--- src/hw/rtl/udp_hp_pkg.sv ---
package udp_hp_pkg;

  // Frame byte counter and captured length widths
  localparam int unsigned PosW = 16;
  localparam int unsigned LenW = PosW + 1;

  // Frame layout
  localparam int unsigned EthHdrBytes   = 14;
  localparam int unsigned IpMinBytes    = 20;
  localparam int unsigned IpMinWords    = 5;
  localparam int unsigned UdpHdrBytes   = 8;
  localparam int unsigned UdpFieldBytes = 6;
  localparam int unsigned IhlByte       = 14;
  localparam int unsigned ProtoByte     = 23;
  localparam logic [7:0]  ProtoUdp      = 8'd17;

  typedef enum logic [2:0] {
    STATUS_OK         = 3'd0,
    STATUS_SHORT_ETH  = 3'd1,
    STATUS_SHORT_IP   = 3'd2,
    STATUS_BAD_HLEN   = 3'd3,
    STATUS_SHORT_OPTS = 3'd4,
    STATUS_NOT_UDP    = 3'd5,
    STATUS_SHORT_UDP  = 3'd6
  } status_e;

  typedef struct packed {
    logic [7:0] data_byte;
    logic       last_byte;
  } frame_byte_t;

  typedef struct packed {
    status_e     status;
    logic [15:0] source_port;
    logic [15:0] destination_port;
    logic [15:0] datagram_length;
  } result_t;

endpackage

--- src/hw/rtl/udp_hp_out_stage.sv ---
module udp_hp_out_stage import udp_hp_pkg::*; (
  input  logic    clk_i,
  input  logic    rst_ni,
  input  logic    valid_i,
  input  result_t result_i,
  output logic    free_o,
  output logic    valid_o,
  input  logic    ready_i,
  output result_t result_o
);

  logic    valid_q, valid_d;
  result_t result_q;

  // Slot is free when empty or drained this cycle
  assign free_o = !valid_q || ready_i;

  always_comb begin
    valid_d = valid_q;
    if (valid_i) begin
      valid_d = 1'b1;
    end else if (ready_i) begin
      valid_d = 1'b0;
    end
  end

  always_ff @(posedge clk_i or negedge rst_ni) begin
    if (!rst_ni) begin
      valid_q <= 1'b0;
    end else begin
      valid_q <= valid_d;
    end
  end

  always_ff @(posedge clk_i) begin
    if (valid_i) begin
      result_q <= result_i;
    end
  end

  assign valid_o  = valid_q;
  assign result_o = result_q;

endmodule

--- config.mk ---
export PLATFORM = sky130hd
export DESIGN_NAME = udp_hp_out_stage
export DESIGN_NICKNAME = d
export VERILOG_FILES = /design/src/hw/rtl/udp_hp_pkg.sv /design/src/hw/rtl/udp_hp_out_stage.sv
export SDC_FILE = /design/constraint.sdc
export NUM_CORES = 1
export LEC_CHECK = 0
export BUFFER_PORTS_ARGS = -buffer_cell sky130_fd_sc_hd__buf_2
export CORE_MARGIN = 2
export CORE_UTILIZATION = 43
export CTS_CLUSTER_SIZE = 30
export DETAILED_ROUTE_END_ITERATION = 10
export PLACE_DENSITY_LB_ADDON = 0.1
export REMOVE_ABC_BUFFERS = 1
export SYNTH_ARGS = -nofsm -noshare
export SYNTH_HDL_FRONTEND = slang
export SYNTH_SLANG_ARGS = --single-unit
--- constraint.sdc ---
create_clock -name clk_i -period 1.25 [get_ports clk_i]
set_input_delay 0.1875 -clock clk_i [delete_from_list [all_inputs] [get_ports clk_i]]
set_output_delay 0.1875 -clock clk_i [all_outputs]
set_load 0.005 [all_outputs]
==> results list <==
* Outcome: complete, no violations
- The first TritonRoute pass finished after 4 iterations.
- Headroom to the max-slew limit came out at roughly 90%.
- Reg2Reg Setup Slack: approximately 600 ps
- Hold Crit Endpoint: result_o[10]$_DFFE_PP_
- IO Count: about 110
- Cell depth of the worst min-delay path: 1
- Antenna violations before repair: 0
* GP Congestion: around 0.67
- CTS tree: built
- Cell accounting for the most synthesized area: sky130_fd_sc_hd__edfxtp_1
* Maximum number of pins on one net before global-route repair: 29
* Core outline area: roughly 0.0036 sq mm
- In this run the cell area of the synthesized design comes to about 0.0016 sq mm.
* Worst reg2reg path depth: 2
- Detailed Place HPWL: approximately 2.1 mm
- The worst setup path is captured at a primary output.
- For this run, the register share of the synthesized area comes to a little over nine tenths.
- Number of hold violations in the final report: 0
- Net switching is around a fifth of the power.
* Number of placement rows: 22
- Initial standard-cell utilization of the core: 43.8%
- For the pin with the worst max-slew slack, the measured transition is 149 ps.
- Design Power: 3.23 mW
- The max-slew violation total from the final report was 0.
* Crit Path Category: flop to primary output
- The number of global-route vias before repair is approximately 900.
* Via total after detailed routing: 949
- Number of clock sinks: 52
- Internal: 2.61 mW
- Final TNS setup: 0 ps
- The first global-routing pass estimated 3.92 mm of wire.
* Initial DRC Count: 15
* Worst Hold Class: input pin to flop
- After layout, the minimum clock period comes to approximately 1100 ps.
- Number of clock buffers inserted by TritonCTS: 5
- Period utilisation layout: between 80% and 90%
* Power share of the sequential group: 64.7%
- In this run the critical register-to-register path is launched from valid_o$_DFFE_PN0P_.
- After synthesis, the mean cell area works out to about 29 sq um.
- After detailed routing, the number of vias per cell comes to around 4.3.
- Counting along the longest clock path gives a buffer depth of 2.
- In this run, the clock network consumes roughly a quarter of the power.
* Max-capacitance violation count: 0
- During synthesis, Yosys emitted a total of 0 warnings.
- Summed over all layers, the routed wires come to approximately 2.7 mm.
* Combinational share of power: 8.7%
- In the global route stage, overall resource usage came out at between 10% and 20%.
- Peak clock frequency supported by timing: just over 900 MHz
- Setup repair after global routing left no endpoint under its margin.
- Share of Yosys cell area claimed by the top area cell type: around 97%
* CTS clk-pin slew, worst paths: about 80 ps
* Post-route DRC: 0
* Largest vdd supply drop: 0.880 mV
- Synthesized netlist cell count: between 50 and 60
- Of the cells placed in the final design, the portion with a size suffix greater than 1 is roughly two thirds.
* Top post-synthesis cells by area: sky130_fd_sc_hd__edfxtp_1 97%, sky130_fd_sc_hd__dfrtp_1 1.6%, sky130_fd_sc_hd__nand2b_4 0.87%, sky130_fd_sc_hd__nand2b_2 0.55%
* Power per cell area: around 1400 mW/mm^2
- The area growth from synthesis to layout is 46.0%.
- After synthesis, the netlist uses 4 different library cells.
- STA puts the critical path data required time at ~1100 ps.
- In this run the critical register-to-register path is captured at valid_o$_DFFE_PN0P_.
* Post-synthesis register bit count: 52
- Worst EP arrival: ~880 ps
* Nets: ~230
* Startpoint kind of the worst setup timing path: flop
- In the final routed layout, each cell accounts on average for around 12 um.
* Number of antenna diodes: 0
- The clock arrives with 0 ps of skew.
- The analysis attributes to cell leakage a power of roughly 1.0 nW.
* Biggest fanout along the worst timing path: 2
- Insertion delay of the later-clocked pin in the worst-skew pair: about 290 ps
- The die is around 65 um wide.
- Root buffer selected by CTS: sky130_fd_sc_hd__clkbuf_8
- Setup violations remaining at the end of the flow were counted as 0.
- For this run the aggregate overflow at the end of global routing stands at 0.
- Number of buffer cells added on primary ports: 107
- DRT antenna net count: 0
- The die is 64.6 um tall.
- H-tree lvl count: 2
- The die covers 0.00417 sq mm.
- In this run the power spent charging and discharging nets is 619 uW.
* Hold Startpoint: result_i[10]
-- worst max-delay path: stages (launching register included) --
cell,delay (ps)
sky130_fd_sc_hd__dfrtp_1,410
sky130_fd_sc_hd__nand2b_4,80
sky130_fd_sc_hd__buf_2,100
-- through the flow --
stage / util [%] / cells / setup slack, ps / hold WS, ps / area [sq um]
2_1_floorplan: - / 54 / 584 / -108 / 1580
3_3_place_gp: 61.4 / 211 / 424 / -37.3 / 2210
3_5_place_dp: 61.4 / 211 / 413 / -36.5 / 2210
4_1_cts: 63.9 / 220 / 165 / 56.2 / 2300
5_1_grt: 63.9 / 220 / 136 / 50.5 / 2300
6_report: 63.9 / 220 / 180 / 66.1 / 2300
-- state kept, by name (all words and copies together), names as in the netlist --
signal and cells:
result_o 51, valid_o 1
-- routing by layer --
metal  track usage (%)  up-vias  part of all wire, %
li1                  -      447                    -
met1              13.4      439                   33
met2              22.7       58                   54
met3              5.73        5                   11
met4              7.18        0                  1.5
met5                 0        -                    0
-- final cells by class --
cell class	instances	area [sq um]
clock inverters	1	3.75
clock buffers	7	76.3
fillers	275	1300
multi-input cells	2	22.5
repair buffers	110	586
well taps	48	60.1
flip-flops and latches	52	1560
-- what timing repair did --
item | 4_1_cts | 5_1_grt
hold endpoints to repair | 1 | 0
hold buffers | 1 | 0
buffers inserted | 0 | 0
resized for setup | 0 | 0
-- power groups by stage --
stage | Combinational [mW] | Sequential [mW] | Clock (mW)
5_1_grt | 0.311 | 2.10 | 0.966
2_1_floorplan | 0.00661 | 2.16 | 0
4_1_cts | 0.288 | 2.09 | 0.885
6_report | 0.282 | 2.09 | 0.859
3_5_place_dp | 0.285 | 2.13 | 0
3_3_place_gp | 0.279 | 2.13 | 0
-- synth_stat cells --
library cell,instances
sky130_fd_sc_hd__nand2b_4,1
sky130_fd_sc_hd__nand2b_2,1
sky130_fd_sc_hd__edfxtp_1,51
sky130_fd_sc_hd__dfrtp_1,1
-- placed cells by master (no fill, tap or decap) --
| cell | Yosys | final |
|---|---|---|
| sky130_fd_sc_hd__buf_12 | 0 | 2 |
| sky130_fd_sc_hd__buf_2 | 0 | 107 |
| sky130_fd_sc_hd__clkbuf_1 | 0 | 2 |
| sky130_fd_sc_hd__clkbuf_8 | 0 | 5 |
| sky130_fd_sc_hd__clkinv_1 | 0 | 1 |
| sky130_fd_sc_hd__dfrtp_1 | 1 | 1 |
| sky130_fd_sc_hd__dlygate4sd3_1 | 0 | 1 |
| sky130_fd_sc_hd__edfxtp_1 | 51 | 51 |
| sky130_fd_sc_hd__nand2b_2 | 1 | 1 |
| sky130_fd_sc_hd__nand2b_4 | 1 | 1 |
-- kinds of logic after synthesis --
group,Yosys count,synth area share (%)
simple gates,2,1.43
flops,52,98.6
-- worst max path at each step --
stage	cells past startpoint	from	end
2_1_floorplan	1	valid_o$_DFFE_PN0P_	free_o
3_3_place_gp	2	valid_i	result_o[9]$_DFFE_PP_
3_5_place_dp	2	valid_i	result_o[17]$_DFFE_PP_
4_1_cts	2	valid_o$_DFFE_PN0P_	free_o
5_1_grt	2	valid_o$_DFFE_PN0P_	free_o
6_report	2	valid_o$_DFFE_PN0P_	free_o
(Power assumes the default switching activity.)
