$ cat config.mk
export PLATFORM = sky130hd
export DESIGN_NAME = udp_hp_in_stage
export DESIGN_NICKNAME = d
export VERILOG_FILES = /design/src/hw/rtl/udp_hp_pkg.sv /design/src/hw/rtl/udp_hp_in_stage.sv
export SDC_FILE = /design/constraint.sdc
export NUM_CORES = 1
export LEC_CHECK = 0
export BUFFER_PORTS_ARGS = -buffer_cell sky130_fd_sc_hd__buf_4
export CORE_AREA = 8 8 45 47
export DETAILED_ROUTE_END_ITERATION = 10
export DIE_AREA = 0 0 53 55
export PLACE_DENSITY = 0.53
export SLEW_MARGIN = 30
export SYNTH_ARGS = -nofsm -noshare
export SYNTH_HDL_FRONTEND = slang
export SYNTH_SLANG_ARGS = --single-unit
export TNS_END_PERCENT = 5
$ cat constraint.sdc
create_clock -name clk_i -period 2 [get_ports clk_i]
set_input_delay 0.2 -clock clk_i [delete_from_list [all_inputs] [get_ports clk_i]]
set_output_delay 0.2 -clock clk_i [all_outputs]
set_load 0.02 [all_outputs]
$ cat src/hw/rtl/udp_hp_pkg.sv
package udp_hp_pkg;

  // Frame byte counter and captured length widths
  localparam int unsigned PosW = 16;
  localparam int unsigned LenW = PosW + 1;

  // Frame layout
  localparam int unsigned EthHdrBytes   = 14;
  localparam int unsigned IpMinBytes    = 20;
  localparam int unsigned IpMinWords    = 5;
  localparam int unsigned UdpHdrBytes   = 8;
  localparam int unsigned UdpFieldBytes = 6;
  localparam int unsigned IhlByte       = 14;
  localparam int unsigned ProtoByte     = 23;
  localparam logic [7:0]  ProtoUdp      = 8'd17;

  typedef enum logic [2:0] {
    STATUS_OK         = 3'd0,
    STATUS_SHORT_ETH  = 3'd1,
    STATUS_SHORT_IP   = 3'd2,
    STATUS_BAD_HLEN   = 3'd3,
    STATUS_SHORT_OPTS = 3'd4,
    STATUS_NOT_UDP    = 3'd5,
    STATUS_SHORT_UDP  = 3'd6
  } status_e;

  typedef struct packed {
    logic [7:0] data_byte;
    logic       last_byte;
  } frame_byte_t;

  typedef struct packed {
    status_e     status;
    logic [15:0] source_port;
    logic [15:0] destination_port;
    logic [15:0] datagram_length;
  } result_t;

endpackage

$ cat src/hw/rtl/udp_hp_in_stage.sv
module udp_hp_in_stage import udp_hp_pkg::*; (
  input  logic        clk_i,
  input  logic        rst_ni,
  input  logic        valid_i,
  output logic        ready_o,
  input  frame_byte_t byte_i,
  output logic        valid_o,
  input  logic        take_i,
  output frame_byte_t byte_o
);

  logic        valid_q, valid_d;
  frame_byte_t byte_q;
  logic        accept;

  // Free slot, or the held byte leaves this cycle
  assign ready_o = !valid_q || take_i;
  assign accept  = valid_i && ready_o;

  always_comb begin
    valid_d = valid_q;
    if (accept) begin
      valid_d = 1'b1;
    end else if (take_i) begin
      valid_d = 1'b0;
    end
  end

  always_ff @(posedge clk_i or negedge rst_ni) begin
    if (!rst_ni) begin
      valid_q <= 1'b0;
    end else begin
      valid_q <= valid_d;
    end
  end

  // Load payload on each accepted transaction
  always_ff @(posedge clk_i) begin
    if (accept) begin
      byte_q <= byte_i;
    end
  end

  assign valid_o = valid_q;
  assign byte_o  = byte_q;

endmodule

==> metrics, run 1 <==
Root Buffer=clkbuf_4; GRT Total Usage=0.0641; Core Region=0.00138 mm2; Critical Path, Cell by Cell=nand2b_4 > buf_4; die area=a little under 0.003 mm2; Post-Syn Instances=13; Final Net Count=55; Max VDD drop=about 0.00025 V; GR met2 Demand/Resource=0.0781; post-CTS setup buffer count=0; Routed WL=814 um; largest family of logic cells by synthesized area=simple AND/OR/NAND/NOR gates; Crit Path Max Fanout=3; RSZ-0062 raised after global routing=false; reg-to-reg endpoint=byte_o[0]; number of buffers created by CTS=3; starting density of the core=0.234; global-route wire length before repair=about 1300 um; share of post-route cells with drive strength above 1=0.683; n_diodes=0; multiplexer area fraction after synthesis=0; Starting DRT DRC Count=2; DRT antenna net count=0; max frequency=approximately 920 MHz; skew final=approximately 0.00031 ns; Worst Path Arrival=between 0.8 and 0.9 ns; Crit Reg-Reg Startpoint=valid_o; Pleak=between 0.2 and 0.25 nW; Hold Vio Cnt, Final=0; syn_nets=26; Synth Area in Compound Gates=0; Synth top area share=0.834; CP startpoint kind=flip-flop; Hold Crit Depth=1; Die W=53 um; relative slew slack=0.913; clock slew at reported path FFs=about 0.06 ns; largest net degree at the start of global routing=10; WL per Instance=around 14 um; Syn Area/Cell=between 20 and 25 um2; Final period util=0.541; Chip Height=roughly 55 um; via count=215; grt met3 use=0.0588; post-synthesis adder-cell area fraction=0; GPL Wtd Cong=0.697; Worst Hold Path EP=byte_o[0]; Seq/Total Area, Yosys=0.911; antenna violations before repair=0; outcome=finished, final reports clean; Worst Min Path Start=byte_i[0]; CTS tree=built; vias in the first global route=253; Synth area leaders=edfxtp_1 (83%), dfrtp_1 (7.7%), nand2b_4 (4.2%); CP Buf/Inv Count=1; clk buf depth=2; Synthesis Warnings=0; Max stage delay on crit path=0.41 ns; Ports=24; I/O Buffers=23; Worst-Margin Slew=0.131 ns; Layout area overhead=70.7%; Pwr Density=slightly above 800 mW/mm2; sum of negative setup slack=0 ns; CTS H-tree depth=1; Critical Path Sink Type=output port; 1st-pass router iterations=2; critical path's slowest cell=dfrtp_1; shortest period the worst path allows=about 1.1 ns; row count=14; GRT busiest layer=met2; Slew Viols, Final=0; grt ovf=0; Synth Area in XOR/XNOR=0; Clk Latency, worst-skew pair=0.25 ns; Post-Syn Area=about 320 um2; # fillers=approximately 130; Yosys reg bits=10; GR Layer Usage met1=0.0659; synth unique cells=5; Top delay family on crit path=flip-flops; HP Class=in2reg; cells on worst reg2reg path=2; # clock sinks=10; Setup-failing EPs final=0; hold slack=~0.12 ns; Worst EP required=~1.8 ns; vias per std cell=3.77; DR DRC count=0; Synth area leader=edfxtp_1; Reg2Reg Setup Slack=between 1 and 1.5 ns; max-cap viol count=0; CP Class=reg2out; post-synthesis simple-gate area fraction=0.0888
[logic make-up after synthesis]
group / count (synthesis)
flops: 10
simple gates: 3
[sequential cells by signal (all words and copies together), names as in the netlist]
name and flops:
byte_o 9, valid_o 1
[metal layers]
layer	up-vias	share of wire
met5	-	0
met4	0	0
met3	0	0.26
met2	24	0.34
met1	86	0.40
li1	105	-
[layout make-up]
cell class / instances / area, um2 / share of cell area
Multi-Input combinational cell: 3 / 28.8 / 0.0520
Tap cell: 16 / 20.0 / 0.0362
Sequential cell: 10 / 295 / 0.534
Timing Repair Buffer: 24 / 183 / 0.330
Clock buffer: 4 / 26.3 / 0.0475
[worst max-delay path by stage]
stage	start	end	slack, ns	cells past startpoint
2_1_floorplan	valid_o	byte_o[0]	0.90	2
3_3_place_gp	valid_o	byte_o[0]	1.03	2
3_5_place_dp	valid_o	byte_o[0]	1.02	2
4_1_cts	valid_o	ready_o	0.90	2
5_1_grt	valid_o	ready_o	0.87	2
6_report	valid_o	ready_o	0.92	2
[cells in the final DEF (no fill, tap or decap)]
cell / synthesis / final
dlygate4sd3_1: 0 / 1
nand2b_1: 1 / 1
buf_4: 0 / 23
edfxtp_1: 9 / 9
nand2b_4: 1 / 1
and2_4: 1 / 1
clkbuf_4: 0 / 3
dfrtp_1: 1 / 1
clkbuf_1: 0 / 1
[through the flow]
stage | cell area [um2] | total power [mW] | utilization | cells | setup WS [ns]
6_report | 553 | 0.445 | 0.400 | 57 | 0.918
5_1_grt | 553 | 0.468 | 0.400 | 57 | 0.874
2_1_floorplan | 324 | 0.275 | - | 13 | 0.896
3_3_place_gp | 517 | 0.314 | 0.373 | 52 | 1.03
3_5_place_dp | 517 | 0.315 | 0.373 | 52 | 1.02
4_1_cts | 553 | 0.455 | 0.400 | 57 | 0.903
[Yosys cell counts, drive strengths merged]
master and n:
and2 1, dfrtp 1, edfxtp 9, nand2b 2
[report_power, final]
group / internal, mW / switching [mW]
registers: 0.242 / 0.00404
clock network: 0.0765 / 0.0576
logic: 0.0349 / 0.0306
total: 0.353 / 0.0922
[what timing repair did]
item | in CTS | in global routing
endpoints found under the setup margin | 0 | 0
hold buffers | 1 | 0
hold endpoints to repair | 1 | 0
resized for setup | 0 | 0
Note: power is estimated with default switching activity, not from simulation.
==> inputs of run 2 (changes only) <==
==> constraint.sdc (replaced) <==
create_clock -name clk_i -period 1 [get_ports clk_i]
set_input_delay 0.1 -clock clk_i [delete_from_list [all_inputs] [get_ports clk_i]]
set_output_delay 0.1 -clock clk_i [all_outputs]
set_load 0.02 [all_outputs]
==> run 2 against run 1 <==
Utilization rose by 3.8 points. Non-clock buffer count rose by 3. Combinational power grew 120%. Highest routed layer is now met4. Global-route usage decreased by 0.28 points. Clock-buffer cell count did not move. Routed wire length is 13% higher. Clock skew grew 0.0059 ns. Critical path depth is the same. Hold slack worse by 0.11 ns. Sequential share of layout area down 4.4 points. Flip-flop and latch count unchanged. Cell count rose by 7.0%.
==> metrics, run 2 (synthesis results as in run 1) <==
GRT Total Usage=0.0614; Final period util=0.998; DRT antenna net count=0; commonest cells after routing, fill and taps aside=buf_4 (22), edfxtp_1 (9), dlygate4sd3_1 (4); largest net degree at the start of global routing=10; I/O Buffers=23; hold slack=between 0.01 and 0.015 ns; max-cap viol count=0; Root Buffer=clkbuf_4; Routed WL=slightly above 900 um; Starting DRT DRC Count=4; CTS tree=built; # clock sinks=10; Hold Vio Cnt, Final=0; Worst Path Arrival=around 0.90 ns; Final Net Count=59; CTS H-tree depth=1; # fillers=around 140; Max VDD drop=roughly 0.00057 V; Clock power frac=0.359; Ports=24; WL per Instance=around 15 um; via count=238; switching portion of total power=0.210; Reg2Reg Setup Slack=about 0.01 ns; Worst-Margin Slew=between 0.09 and 0.1 ns; Layout area overhead=86.9%; Clk Latency, worst-skew pair=~0.26 ns; shortest period the worst path allows=~1 ns; Chip Height=about 55 um; register area=~300 um2; die area=just under 0.003 mm2; clock slew at reported path FFs=about 0.070 ns; Critical Path Sink Type=output port; most common cell after layout, fill and taps aside=buf_4; Crit Path Max Fanout=4; Setup-failing EPs final=0; placed cells=52; vias in the first global route=265; HP Class=in2reg; starting density of the core=0.234; cells on worst reg2reg path=2; Die W=around 53 um; row count=14; Pwr Total=about 0.99 mW; skew final=about 0.0062 ns; Int Power=around 0.79 mW; non-filler instance count after layout=between 60 and 70; Worst EP required=around 0.90 ns; antenna violations before repair=0; CP Class=reg2out; Hold Crit Depth=1; RSZ-0062 raised after global routing=true; outcome=finished, final reports clean; Worst Min Path Start=byte_i[4]; CP startpoint kind=flip-flop; net switching power=between 0.2 and 0.25 mW; area of the multi-input gates=36.3 um2; n_diodes=0; vias per std cell=3.90; Core Region=roughly 0.0014 mm2; max frequency=1000 MHz; Crit Reg-Reg Startpoint=valid_o; 1st-pass router iterations=2; relative slew slack=0.934; Pwr Density=about 1600 mW/mm2; Pleak=between 0.2 and 0.3 nW; Slew Viols, Final=0; share of post-route cells with drive strength above 1=0.689; HPWL after DPL=671 um; reg-to-reg endpoint=byte_o[3]; Largest register FFs=9; DR DRC count=0; global-route wire length before repair=roughly 1200 um; number of buffers created by CTS=3; power share of the combinational group=0.146; sum of negative setup slack=0 ns; grt ovf=0; Worst Hold Path EP=byte_o[4]; GPL Wtd Cong=about 0.71; clk buf depth=2; Worst Setup SP=valid_o; Flop pwr share=0.495
[run 2: cell types whose count changed in the layout (fill, tap and decap cells not counted), sizes merged]
cell / previous run / this run
dlygate4sd3: 1 / 4
and2: 1 / 2
[run 2: how the worst max path moves through the flow]
| stage | endpoint | slack [ns] | cells past startpoint |
|---|---|---|---|
| after global placement | byte_o[8] | 0.03 | 2 |
| after floorplan | byte_o[0] | -0.07 | 2 |
| after detailed placement | byte_o[8] | 0.006 | 2 |
| after CTS | ready_o | -0.01 | 2 |
| after global routing | ready_o | -0.03 | 2 |
| final | ready_o | 0.002 | 2 |
[run 2: timing repair]
action / in CTS / in global routing
hold endpoints to repair: 1 / 3
hold buffers: 1 / 3
cloned: 0 / 1
endpoints found under the setup margin: 10 / 10
pin swaps: 0 / 1
buffers inserted: 0 / 0
gates resized for setup: 0 / 1
[run 2: power groups by stage]
stage	logic (mW)	clock network [mW]	registers, mW
after floorplan	0.0212	0	0.530
after global placement	0.128	0	0.501
after detailed placement	0.129	0	0.502
after CTS	0.132	0.364	0.493
after global routing	0.156	0.382	0.495
final	0.145	0.357	0.493
[run 2: metal layers]
layer | wire length, um | global-route usage | vias up
met1 | 397 | 0.0597 | 100
met4 | 11 | 0.0647 | 0
met2 | 363 | 0.0703 | 24
li1 | - | - | 112
met3 | 146 | 0.0588 | 2
met5 | 0 | 0 | -
[run 2: cell type report]
cell class	count	area share
Tap cell	16	0.0331
Timing Repair Buffer	27	0.357
Clock buffer	4	0.0599
Sequential cell	10	0.490
Multi-Input combinational cell	4	0.0599
[run 2: per-stage QoR]
stage	utilization	area (um2)	setup slack [ns]
floorplan	-	325	-0.0692
global placement	0.374	518	0.0259
detailed placement	0.374	518	0.00635
CTS	0.408	564	-0.0128
global route	0.438	606	-0.0342
finish	0.438	606	0.00167
[run 2: critical path, cell delays in order (launching register included)]
cell and delay [ns]:
dfrtp_2 0.43, nand2b_4 0.09, buf_6 0.12
