--- src/hw/rtl/udp_hp_pkg.sv ---
package udp_hp_pkg;

  // Frame byte counter and captured length widths
  localparam int unsigned PosW = 16;
  localparam int unsigned LenW = PosW + 1;

  // Frame layout
  localparam int unsigned EthHdrBytes   = 14;
  localparam int unsigned IpMinBytes    = 20;
  localparam int unsigned IpMinWords    = 5;
  localparam int unsigned UdpHdrBytes   = 8;
  localparam int unsigned UdpFieldBytes = 6;
  localparam int unsigned IhlByte       = 14;
  localparam int unsigned ProtoByte     = 23;
  localparam logic [7:0]  ProtoUdp      = 8'd17;

  typedef enum logic [2:0] {
    STATUS_OK         = 3'd0,
    STATUS_SHORT_ETH  = 3'd1,
    STATUS_SHORT_IP   = 3'd2,
    STATUS_BAD_HLEN   = 3'd3,
    STATUS_SHORT_OPTS = 3'd4,
    STATUS_NOT_UDP    = 3'd5,
    STATUS_SHORT_UDP  = 3'd6
  } status_e;

  typedef struct packed {
    logic [7:0] data_byte;
    logic       last_byte;
  } frame_byte_t;

  typedef struct packed {
    status_e     status;
    logic [15:0] source_port;
    logic [15:0] destination_port;
    logic [15:0] datagram_length;
  } result_t;

endpackage

--- src/hw/rtl/udp_hp_parse.sv ---
module udp_hp_parse import udp_hp_pkg::*; (
  input  logic        clk_i,
  input  logic        rst_ni,
  input  logic        valid_i,
  input  frame_byte_t byte_i,
  input  logic        out_free_i,
  output logic        take_o,
  output logic        res_valid_o,
  output result_t     result_o
);

  logic [PosW-1:0] pos_q, pos_d;
  logic [3:0]      hw_q, hw_d;
  logic [7:0]      proto_q, proto_d;
  logic [15:0]     src_q, src_d;
  logic [15:0]     dst_q, dst_d;
  logic [15:0]     ulen_q, ulen_d;

  logic [6:0]      udp_start;
  logic [LenW-1:0] rel;
  logic            in_win;
  logic [2:0]      off;
  logic [LenW-1:0] len;
  logic [LenW-1:0] ip_bytes;
  status_e         status;
  logic [7:0]      b;
  logic            fire_last;

  assign b = byte_i.data_byte;

  // A last byte needs a free result slot; other bytes always pass
  assign take_o    = valid_i && (!byte_i.last_byte || out_free_i);
  assign fire_last = take_o && byte_i.last_byte;

  // UDP field window starts after the IP header
  assign udp_start = 7'(EthHdrBytes) + {1'b0, hw_q, 2'b00};
  assign rel       = {1'b0, pos_q} - {{(LenW-7){1'b0}}, udp_start};
  assign in_win    = (pos_q > PosW'(IhlByte)) && !rel[LenW-1] &&
                     (rel[PosW-1:0] < PosW'(UdpFieldBytes));
  assign off       = rel[2:0];

  // Next state of the header capture
  always_comb begin
    hw_d    = hw_q;
    proto_d = proto_q;
    src_d   = src_q;
    dst_d   = dst_q;
    ulen_d  = ulen_q;
    if (pos_q == PosW'(IhlByte)) begin
      hw_d = b[3:0];
    end
    if (pos_q == PosW'(ProtoByte)) begin
      proto_d = b;
    end
    if (in_win) begin
      if (off < 3'd2) begin
        src_d = {src_q[7:0], b};
      end else if (off < 3'd4) begin
        dst_d = {dst_q[7:0], b};
      end else begin
        ulen_d = {ulen_q[7:0], b};
      end
    end
    // Saturate the byte counter
    pos_d = (pos_q == '1) ? pos_q : pos_q + PosW'(1);
  end

  // Classify the frame in check order
  assign len      = {1'b0, pos_q} + LenW'(1);
  assign ip_bytes = {{(LenW-6){1'b0}}, hw_d, 2'b00};

  always_comb begin
    if (len < LenW'(EthHdrBytes)) begin
      status = STATUS_SHORT_ETH;
    end else if (len < LenW'(EthHdrBytes + IpMinBytes)) begin
      status = STATUS_SHORT_IP;
    end else if (hw_d < 4'(IpMinWords)) begin
      status = STATUS_BAD_HLEN;
    end else if (len < LenW'(EthHdrBytes) + ip_bytes) begin
      status = STATUS_SHORT_OPTS;
    end else if (proto_d != ProtoUdp) begin
      status = STATUS_NOT_UDP;
    end else if (len < LenW'(EthHdrBytes + UdpHdrBytes) + ip_bytes) begin
      status = STATUS_SHORT_UDP;
    end else begin
      status = STATUS_OK;
    end
  end

  always_comb begin
    result_o.status           = status;
    result_o.source_port      = (status == STATUS_OK) ? src_d  : 16'd0;
    result_o.destination_port = (status == STATUS_OK) ? dst_d  : 16'd0;
    result_o.datagram_length  = (status == STATUS_OK) ? ulen_d : 16'd0;
  end

  assign res_valid_o = fire_last;

  // Advance per byte, clear after the last byte
  always_ff @(posedge clk_i or negedge rst_ni) begin
    if (!rst_ni) begin
      pos_q   <= '0;
      hw_q    <= '0;
      proto_q <= '0;
      src_q   <= '0;
      dst_q   <= '0;
      ulen_q  <= '0;
    end else if (fire_last) begin
      pos_q   <= '0;
      hw_q    <= '0;
      proto_q <= '0;
      src_q   <= '0;
      dst_q   <= '0;
      ulen_q  <= '0;
    end else if (take_o) begin
      pos_q   <= pos_d;
      hw_q    <= hw_d;
      proto_q <= proto_d;
      src_q   <= src_d;
      dst_q   <= dst_d;
      ulen_q  <= ulen_d;
    end
  end

`ifndef SYNTHESIS
  a_clear_after_last: assert property (@(posedge clk_i) disable iff (!rst_ni)
    fire_last |=> (pos_q == '0) && (hw_q == '0) && (proto_q == '0))
    else $error("parser state not cleared after last byte");

  a_count_advance: assert property (@(posedge clk_i) disable iff (!rst_ni)
    (take_o && !byte_i.last_byte && (pos_q != '1)) |=> (pos_q == $past(pos_q) + PosW'(1)))
    else $error("byte counter did not advance");

  a_count_hold: assert property (@(posedge clk_i) disable iff (!rst_ni)
    !take_o |=> $stable(pos_q))
    else $error("byte counter moved without a transaction");

  a_fields_zero: assert property (@(posedge clk_i) disable iff (!rst_ni)
    (fire_last && (status != STATUS_OK)) |->
      (result_o.source_port == 16'd0) && (result_o.destination_port == 16'd0) &&
      (result_o.datagram_length == 16'd0))
    else $error("error result carries nonzero fields");
`endif

endmodule

--- config.mk ---
export PLATFORM = sky130hd
export DESIGN_NAME = udp_hp_parse
export DESIGN_NICKNAME = d
export VERILOG_FILES = /design/src/hw/rtl/udp_hp_pkg.sv /design/src/hw/rtl/udp_hp_parse.sv
export SDC_FILE = /design/constraint.sdc
export NUM_CORES = 1
export LEC_CHECK = 0
export BUFFER_PORTS_ARGS = -buffer_cell sky130_fd_sc_hd__buf_2
export CORE_MARGIN = 2
export CORE_UTILIZATION = 40
export DETAILED_ROUTE_END_ITERATION = 7
export PLACE_DENSITY_LB_ADDON = 0.1
export SYNTH_ARGS = -nofsm -noshare
export SYNTH_HDL_FRONTEND = slang
export SYNTH_SLANG_ARGS = --single-unit
--- constraint.sdc ---
create_clock -name clk_i -period 9.9 [get_ports clk_i]
set_clock_uncertainty 0.2 [all_clocks]
set_input_delay 0.99 -clock clk_i [delete_from_list [all_inputs] [get_ports clk_i]]
set_output_delay 0.99 -clock clk_i [all_outputs]
set_load 0.03 [all_outputs]
==> flow_metrics.env <==
export IMPL_grt_overflow_total=0
export IMPL_grt_pass1_wl_um=36000
export IMPL_track_usage_pct=25.3
export IMPL_syn_num_nets=856
export IMPL_drt_wl_total_um=22100
export IMPL_synth_cell_type_count=73
export IMPL_io_pins=66
export IMPL_netlist_area_um2=6520
export IMPL_cts_resized=0
export IMPL_synth_avg_cell_area_um2=7.94
export IMPL_synth_top_area_cell="dfrtp_1"
export IMPL_antenna_found_initial=0
export IMPL_final_instance_count_excl_fill=1044
export IMPL_max_freq_mhz=167
export IMPL_post_cts_repair_setup_buffers=0
export IMPL_gp_congestion=0.889
export IMPL_p_per_area_nw_per_um2=116
export IMPL_rows=46
export IMPL_criticalPathCategory="register to output pin"
export IMPL_numCtsBuffers=9
export IMPL_finalMaxSlewViolations=0
export IMPL_cts_hold_buf=0
export IMPL_synth_ff_type="dfrtp_1"
export IMPL_port_buffers=65
export IMPL_tritoncts="yes"
export IMPL_firstDrtPassIters=5
export IMPL_total_power_uw=821
export IMPL_min_period_ns=5.98
export IMPL_fin_nets=858
export IMPL_syn2layout_area_growth_pct=8.91
export IMPL_p_leak_nw=2.82
export IMPL_start_util_pct=41.0
export IMPL_synth_common_cells="111 x o21ai_0, 76 x dfrtp_1, 65 x nand4_1"
export IMPL_vias=6755
export IMPL_hold_path_class="register to register"
export IMPL_slew_headroom_pct=26.9
export IMPL_die_w_um=132
export IMPL_root_buffer="clkbuf_16"
export IMPL_grt_pass1_vias=6758
export IMPL_tightest_slew_ns=1.10
export IMPL_rsz0062_at_grt="no"
export IMPL_dp_cells=1028
export IMPL_endpoint_kind="output pin"
export IMPL_yosysMostFrequentCell="o21ai_0"
export IMPL_coreArea_um2=15900
export IMPL_yosysTopAreaCellShare_pct=29.2
export IMPL_cp_required_ns=8.71
export IMPL_worst_ep_arrival_time_ns=4.79
export IMPL_synthArstFlopShare_pct=100
export IMPL_max_vdd_ir_drop_mv=0.0827
export IMPL_fin_util_pct=44.7
export IMPL_clockBufferDepth=2
export IMPL_finalHoldViolCount=0
export IMPL_die_area_um2=17300
export IMPL_ys_ff_latch=76
export IMPL_clock_latency_ns=0.34
export IMPL_status="finished clean"
export IMPL_drc=0
export IMPL_r2r_cells=9
export IMPL_ant_nets=0
export IMPL_yosysWarnings=0
export IMPL_ys_top_cells_by_area="dfrtp_1 29%, o21ai_0 8.5%, nand4_1 6.2%"
export IMPL_clock_sinks=76
export IMPL_die_y_um=132
export IMPL_path_clk_slew_ns=0.06
export IMPL_drive_above_1_share_pct=16.1
export IMPL_synth_cells=821
export IMPL_setup_violations=0
export IMPL_yosysSeqAreaShare_pct=29.2
export IMPL_cap_violations=0
export IMPL_startpoint_type="register"
export IMPL_grt_max_degree=77
export IMPL_nFillCells=1614
export IMPL_hpwl_um=13900
export IMPL_holdPathStages=1
export IMPL_finalCritPeriodShare_pct=60.4
export IMPL_cts_htree_levels=3
export IMPL_post_drt_wl_per_cell_um=21.2
export IMPL_via_per_inst=6.47
export IMPL_tns_ns=0
export IMPL_synth_enable_flop_cells=0
export IMPL_drt_iter0_markers=548
export IMPL_path_max_fanout=48
export IMPL_num_antenna_cells=0
==> routing by layer <==
metal | GRT usage [%] | vias up | share of wire [%]
met5 | 0 | - | 0
met4 | 9.06 | 0 | 1.7
met3 | 3.78 | 23 | 7.5
met2 | 41.1 | 292 | 46
met1 | 34.3 | 3300 | 45
li1 | - | 3140 | -
==> area by class of cell <==
type	instances	area, um^2	share of cell area [%]
Clock buffer	11	233	3.28
Multi-Input combinational cell	622	4090	57.7
Clock inverter	5	61.3	0.864
Sequential cell	76	1900	26.8
Tap cell	216	270	3.81
Inverter	42	158	2.22
Timing Repair Buffer	72	380	5.36
==> sequential cells by signal, summed over array words and instances (netlist names) <==
signal and flops:
proto_q 8, ulen_q 16, dst_q 16, src_q 16
hw_q 4, pos_q 16
==> report_power, final <==
part	total [mW]	leakage [nW]	switching [mW]	internal (mW)
combinational	0.135	1.68	0.101	0.0336
clock	0.338	0.132	0.142	0.197
sequential	0.348	1.00	0.0220	0.326
==> worst paths after layout <==
check | start | end | slack, ns
setup / recovery | pos_q[9]$_DFFE_PN0P_ | result_o[23] | 3.92
hold / removal | proto_q[4]$_DFFE_PN0P_ | proto_q[4]$_DFFE_PN0P_ | 0.31
setup reg to reg | pos_q[2]$_DFFE_PN0P_ | ulen_q[5]$_DFFE_PN0P_ | 4.76
hold reg to reg | proto_q[4]$_DFFE_PN0P_ | proto_q[4]$_DFFE_PN0P_ | 0.31
max in group asynchronous | rst_ni | src_q[9]$_DFFE_PN0P_ | 8.19
min in group asynchronous | rst_ni | pos_q[1]$_DFFE_PN0P_ | 0.65
==> cells by family after synthesis <==
| group | Yosys count | share of synthesized area, % |
|---|---|---|
| flops | 76 | 29.2 |
| xor+xnor | 11 | 1.48 |
| simple gates | 276 | 25.2 |
| buf+inv | 123 | 8.31 |
| compound gates | 305 | 30.3 |
| fa+ha+maj | 22 | 4.22 |
| mux | 8 | 1.29 |
==> placed cells by master (no fill, tap or decap), types with 4 or more instances in the layout <==
cell / instances
nor2_1: 26
o211ai_1: 20
a21oi_1: 46
o21a_1: 5
dfrtp_1: 76
mux2i_1: 5
inv_1: 41
buf_2: 64
nand4_1: 65
ha_1: 22
and4_1: 18
nor2b_1: 19
and3_1: 8
nand4b_1: 4
a31oi_1: 9
nand3_1: 34
nor4_1: 7
o311ai_0: 16
o21ai_0: 109
nor3_1: 14
a22o_1: 8
a22oi_1: 16
xnor2_1: 8
nand2_1: 37
and2_1: 12
nor4b_1: 4
buf_4: 8
a31o_2: 9
o21ai_1: 7
a21oi_2: 10
o31ai_1: 23
clkbuf_16: 9
==> critical path, cell delays in order (launching register included) <==
cell and delay (ns):
dfrtp_1 0.54, nor4_1 0.41, and4b_1 0.33, and3_1 0.30, nor2_1 0.06, a21oi_1 0.27, inv_1 0.11, ha_1 0.29
inv_1 0.04, ha_1 0.26, o21a_1 0.10, o21ai_0 0.06, a211o_1 0.29, nor3_1 0.32, o211ai_4 0.12, buf_4 0.34
a21oi_1 0.31, buf_2 0.25
==> stage by stage <==
stage | instance area [um^2] | hold slack (ns) | setup WS, ns
3_5_place_dp | 6800 | 0.287 | 4.36
4_1_cts | 7100 | 0.305 | 3.96
3_3_place_gp | 6800 | 0.280 | 4.40
6_report | 7100 | 0.308 | 3.92
5_1_grt | 7100 | 0.331 | 3.62
2_1_floorplan | 6520 | 0.265 | 4.95
No activity file was read; power rests on OpenSTA's default activity.
